`config.mk`:
```
export PLATFORM = sky130hd
export DESIGN_NAME = atrb_ctrl
export DESIGN_NICKNAME = d
export VERILOG_FILES = /design/src/design/average_true_range_bars_defines.svh /design/src/design/atrb_pkg.sv /design/src/design/atrb_ctrl.sv
export SDC_FILE = /design/constraint.sdc
export NUM_CORES = 1
export LEC_CHECK = 0
export BUFFER_PORTS_ARGS = -buffer_cell sky130_fd_sc_hd__buf_2
export CORE_AREA = 3 3 40 42
export CTS_BUF_LIST = sky130_fd_sc_hd__clkbuf_8
export DETAILED_ROUTE_END_ITERATION = 10
export DIE_AREA = 0 0 43 45
export PLACE_DENSITY_LB_ADDON = 0.15
export SKIP_CTS_REPAIR_TIMING = 1
export SLEW_MARGIN = 25
export SYNTH_ARGS = -nofsm -noshare
export SYNTH_HDL_FRONTEND = slang
export SYNTH_SLANG_ARGS = --single-unit
```
`constraint.sdc`:
```
create_clock -name i_clk -period 1.5 [get_ports i_clk]
set_clock_uncertainty 0.05 [all_clocks]
set_input_delay 0.225 -clock i_clk [delete_from_list [all_inputs] [get_ports i_clk]]
set_output_delay 0.225 -clock i_clk [all_outputs]
set_load 0.02 [all_outputs]
```
`src/design/average_true_range_bars_defines.svh`:
```
// Assertion macros for the average true range bar block.
// Used by the top level only; needs a clock i_clk and a reset i_rst_n in scope.
`ifndef AVERAGE_TRUE_RANGE_BARS_DEFINES_SVH
`define AVERAGE_TRUE_RANGE_BARS_DEFINES_SVH

// Same-cycle implication, checked outside reset.
`define ATRB_ASSERT_NOW(lbl, ante, cons, msg) \
    lbl: assert property (@(posedge i_clk) disable iff (!i_rst_n) (ante) |-> (cons)) \
        else $error(msg);

// Next-cycle implication, checked outside reset.
`define ATRB_ASSERT_NEXT(lbl, ante, cons, msg) \
    lbl: assert property (@(posedge i_clk) disable iff (!i_rst_n) (ante) |=> (cons)) \
        else $error(msg);

`endif

```
`src/design/atrb_pkg.sv`:
```
// Shared types and constants for the average true range bar block.
// No dependencies; imported by the top level, controller, datapath and divider.
package atrb_pkg;

    localparam int PRICE_W = 32;
    localparam int P_W     = 5;
    localparam int ACC_W   = PRICE_W + P_W;

    localparam logic CFG_PERIOD      = 1'b0;
    localparam logic CFG_BAR_SECONDS = 1'b1;

    typedef enum logic [3:0] {
        OP_NONE,
        OP_LOAD,
        OP_OPEN,
        OP_RD_NEW,
        OP_UPD,
        OP_RD_PRV,
        OP_TR,
        OP_MUL,
        OP_WK_START,
        OP_WK_FIRST,
        OP_WK_STEP,
        OP_DIV_START,
        OP_DIV_END,
        OP_OUT
    } t_op;

    typedef struct packed {
        t_op op;
    } t_cmd;

    typedef struct packed {
        logic first;
        logic in_bar;
        logic enough;
        logic prev_nz;
        logic walk_last;
        logic div_done;
        logic div_busy;
    } t_sts;

endpackage

```
`src/design/atrb_ctrl.sv`:
```
// Controller state machine: sequences one tick through the datapath.
// Depends on atrb_pkg for the command and status types.
module atrb_ctrl (
    input  logic           i_clk,
    input  logic           i_rst_n,
    input  logic           i_in_valid,
    output logic           o_in_ready,
    output logic           o_out_valid,
    input  logic           i_out_ready,
    input  atrb_pkg::t_sts i_sts,
    output atrb_pkg::t_cmd o_cmd
);
    import atrb_pkg::*;

    typedef enum logic [3:0] {
        S_IDLE,
        S_CLASS,
        S_UPD,
        S_RC,
        S_RC_PRV,
        S_TR,
        S_SEL,
        S_WK1,
        S_WK,
        S_DIVGO,
        S_DIV,
        S_OUT
    } t_state;

    t_state r_state;
    t_state n_state;
    logic   r_out_valid;
    logic   w_out_free;

    assign w_out_free = !r_out_valid || i_out_ready;

    always_comb begin
        n_state  = r_state;
        o_cmd.op = OP_NONE;
        unique case (r_state)
            S_IDLE: begin
                if (i_in_valid) begin
                    o_cmd.op = OP_LOAD;
                    n_state  = S_CLASS;
                end
            end
            S_CLASS: begin
                if (i_sts.first) begin
                    o_cmd.op = OP_OPEN;
                    n_state  = S_OUT;
                end else if (i_sts.in_bar) begin
                    o_cmd.op = OP_RD_NEW;
                    n_state  = S_UPD;
                end else begin
                    o_cmd.op = OP_OPEN;
                    n_state  = S_RC;
                end
            end
            S_UPD: begin
                o_cmd.op = OP_UPD;
                n_state  = S_RC;
            end
            S_RC: begin
                if (i_sts.enough) begin
                    o_cmd.op = OP_RD_NEW;
                    n_state  = S_RC_PRV;
                end else begin
                    n_state = S_OUT;
                end
            end
            S_RC_PRV: begin
                o_cmd.op = OP_RD_PRV;
                n_state  = S_TR;
            end
            S_TR: begin
                o_cmd.op = OP_TR;
                n_state  = S_SEL;
            end
            S_SEL: begin
                if (i_sts.prev_nz) begin
                    o_cmd.op = OP_MUL;
                    n_state  = S_DIVGO;
                end else begin
                    o_cmd.op = OP_WK_START;
                    n_state  = S_WK1;
                end
            end
            S_WK1: begin
                o_cmd.op = OP_WK_FIRST;
                n_state  = S_WK;
            end
            S_WK: begin
                // The bar read on the previous cycle is added here; the newest bar ends the walk.
                o_cmd.op = OP_WK_STEP;
                if (i_sts.walk_last) begin
                    n_state = S_DIVGO;
                end
            end
            S_DIVGO: begin
                o_cmd.op = OP_DIV_START;
                n_state  = S_DIV;
            end
            S_DIV: begin
                if (i_sts.div_done) begin
                    o_cmd.op = OP_DIV_END;
                    n_state  = S_OUT;
                end
            end
            S_OUT: begin
                if (w_out_free) begin
                    o_cmd.op = OP_OUT;
                    n_state  = S_IDLE;
                end
            end
            default: begin
                n_state = S_IDLE;
            end
        endcase
    end

    always_ff @(posedge i_clk) begin
        if (!i_rst_n) begin
            r_state     <= S_IDLE;
            r_out_valid <= 1'b0;
        end else begin
            r_state <= n_state;
            if (o_cmd.op == OP_OUT) begin
                r_out_valid <= 1'b1;
            end else if (i_out_ready) begin
                r_out_valid <= 1'b0;
            end
        end
    end

    assign o_in_ready  = (r_state == S_IDLE);
    assign o_out_valid = r_out_valid;

endmodule
```
==> out/qor.txt <==
Drt initial violations = 20
Per-cell routed wire length = 12.3 microns
WS Path Type = register to primary output
Worst reg2reg path depth = 4
Placed wire-length estimate = 1200 microns
Max Cap Viol = 0
Final WS setup = -226 ps
Final period util = 115%
Post-DRT Antenna Nets = 0
Share of layout cells above drive strength 1 = 48.1%
Synthesis warning total = 0
Register bit total from synthesis = 5
CP cell instances = or3b_1, a21oi_2, nor2_1, o31ai_2, buf_4
Clk root buf = clkbuf_8
Skew-Pair Late Insertion Delay = 220 ps
Vias per inst = 5.16
I/O Buffers = 15
CTS tree = yes
Remaining global-route overflow = 0
Finish-stage setup viols = 4
Clock share of power = 15.0%
Post-layout util = 67.6%
Failing checks = setup timing
DRC errors left = 0
Critical path fanouts, max = 6
ANT cells = 0
Pin count of the biggest net entering global routing = 9
First-pass GRT wire length = 2500 microns
CTS Sinks = 5
Most frequent cells in the layout = buf_4 (21), buf_2 (11), nor2_1 (6), nand2_1 (6)
Data required, critical path = 1220 ps
GRT Total Usage = 17.7%
Total wire length = 1510 microns
Gate Count Post-Synth = 76
Combinational group share of total power = 69.4%
Synthesized net count = 87
Clock transition at the registers of the reported paths = 30 ps
Most common cell after layout, fill and taps aside = buf_4
Period minus WS final = 1730 ps
Synth cell types = 39
First drt pass iteration count = 4
Die H = 45 microns
Relative slew slack = 74.3%
DR vias = 635
CTS Buffer Depth = 2
I/O pin total = 17
Die W = 43 microns
Syn Std Cell Area = 559 sq um
Number of synthesized flops with an enable pin = 0
Die area = 1940 sq um
Area of the core = 1280 sq um
Top_reg_cell synth = dfxtp_1
Syn-to-layout area delta = 55.3%
R2R Path Start = r_state[3]$_SDFFE_PN0P_
Hold path cells = 2
Net Sw Frac = 41.7%
CP endpoint kind = primary output
Critical Path AT = 1450 ps
VDD IR max = 1.26 mV
Worst R2R End = r_state[3]$_SDFFE_PN0P_
Hold_sp = i_rst_n
Switching power total = 0.000670 W
CTS H-tree lvls = 1
Hold Fails Final Rpt = 0
Fraction of registers with async set/reset = 0%
Nets = 120
Leak Pwr = 0.416 nW
Internal = 0.000935 W
Mapped Avg Cell Area = 7.36 sq um
Initial Utilization = 43.5%
Slew @ Worst Pin = 384 ps
FP Rows = 13
Hold endpoint = r_state[1]$_SDFFE_PN0P_
RSZ-0062 raised after global routing = true
Max stage delay on crit path = 370 ps
Routability-driven placement congestion ratio = 0.753
Reg power frac = 15.7%
Power per Cell Area = 1850 nW/um^2
Setup crit start kind = register
Reg2reg setup slack = 90 ps
Antenna violations before repair = 0
Count of final max-slew check failures = 0
CP max-delay cell = or3b_1
Fraction of the yosys area taken by sequential cells = 17.9%
TritonCTS buffer count = 3
Vias in the first global route = 585
Maximum operating frequency = 579 MHz
Total power = 0.00161 W
Outcome = complete, but fails checks
Hold WC Path Type = input port to register
-- cell families (layout without fill, tap and decap cells) --
group | after synthesis | after routing | synth area share (%)
simple gates | 32 | 32 | 31.1
compound gates | 26 | 26 | 36.5
buf+inv | 11 | 43 | 10.1
flops | 5 | 5 | 17.9
mux | 2 | 2 | 4.47
-- worst max-delay path, delay by kind of cell, from the launching register on --
family	cells	cell delay, ps
AND/OR/NAND/NOR	2	430
flip-flops	1	340
AO/OA/AOI/OAI	2	290
buffers and inverters	1	170
-- layer usage --
metal  part of all wire, %  wire [microns]  vias up  track usage [%]
li1                      -               -      342                -
met1                    50             760      278             22.9
met2                    45             678       11             26.9
met3                   2.4              36        4             1.20
met4                   2.1              31        0             14.5
met5                     0               0        -                0
-- per-stage QoR --
step,instance area [sq um],TNS (ps),setup slack (ps),hold slack [ps],instances
floorplan,571,-194,-167,306,76
global placement,766,-79.1,-59.0,429,118
detailed placement,766,-92.0,-74.7,431,118
CTS,811,-1050,-323,197,122
global route,868,-906,-322,200,123
finish,868,-508,-226,192,123
-- power groups by stage --
| stage | combinational [W] | clock (W) | sequential [W] |
|---|---|---|---|
| global placement | 0.000979 | 0 | 0.000231 |
| floorplan | 0.000685 | 0 | 0.000196 |
| finish | 0.00111 | 0.000240 | 0.000251 |
| CTS | 0.000989 | 0.000250 | 0.000228 |
| global route | 0.00122 | 0.000264 | 0.000257 |
| detailed placement | 0.000985 | 0 | 0.000230 |
-- flip-flops by register name, summed over array words and instances, names as in the netlist --
| name | count |
|---|---|
| o_out_valid | 1 |
| r_state | 4 |
-- synth_stat cells, types with 2 or more instances --
| cell | instances | share of area (%) |
|---|---|---|
| buf_2 | 3 | 2.7 |
| nor3_1 | 4 | 3.6 |
| a31oi_1 | 3 | 3.4 |
| nor2_1 | 6 | 4.0 |
| a221oi_2 | 2 | 5.4 |
| nor3b_1 | 2 | 2.7 |
| dfxtp_1 | 5 | 18 |
| a21oi_1 | 4 | 3.6 |
| nor2b_1 | 3 | 3.4 |
| nand2_1 | 6 | 4.0 |
| clkbuf_1 | 2 | 1.3 |
| nand2b_1 | 4 | 4.5 |
| inv_1 | 2 | 1.3 |
| and3_1 | 2 | 2.2 |
| o21ai_0 | 3 | 2.7 |
| o22ai_1 | 2 | 2.2 |
-- how the worst max path moves through the flow --
stage | startpoint | end | slack (ps) | depth (start not counted)
final | r_state[2]$_SDFFE_PN0P_ | o_cmd[0] | -230 | 5
after detailed placement | r_state[2]$_SDFFE_PN0P_ | o_cmd[0] | -70 | 5
after global placement | r_state[2]$_SDFFE_PN0P_ | o_cmd[0] | -60 | 5
after CTS | r_state[2]$_SDFFE_PN0P_ | o_cmd[0] | -320 | 5
after floorplan | r_state[2]$_SDFFE_PN0P_ | o_cmd[0] | -170 | 5
after global routing | r_state[2]$_SDFFE_PN0P_ | o_cmd[0] | -320 | 5
-- cell type report --
type                    count  area, sq um
flip-flops and latches      5          110
repair buffers             35          246
clock inverters             1         3.75
clock buffers               3         41.3
multi-input cells          60          433
fillers                   114          417
inverters                   4         15.0
well taps                  15         18.8
(Power assumes the default switching activity.)
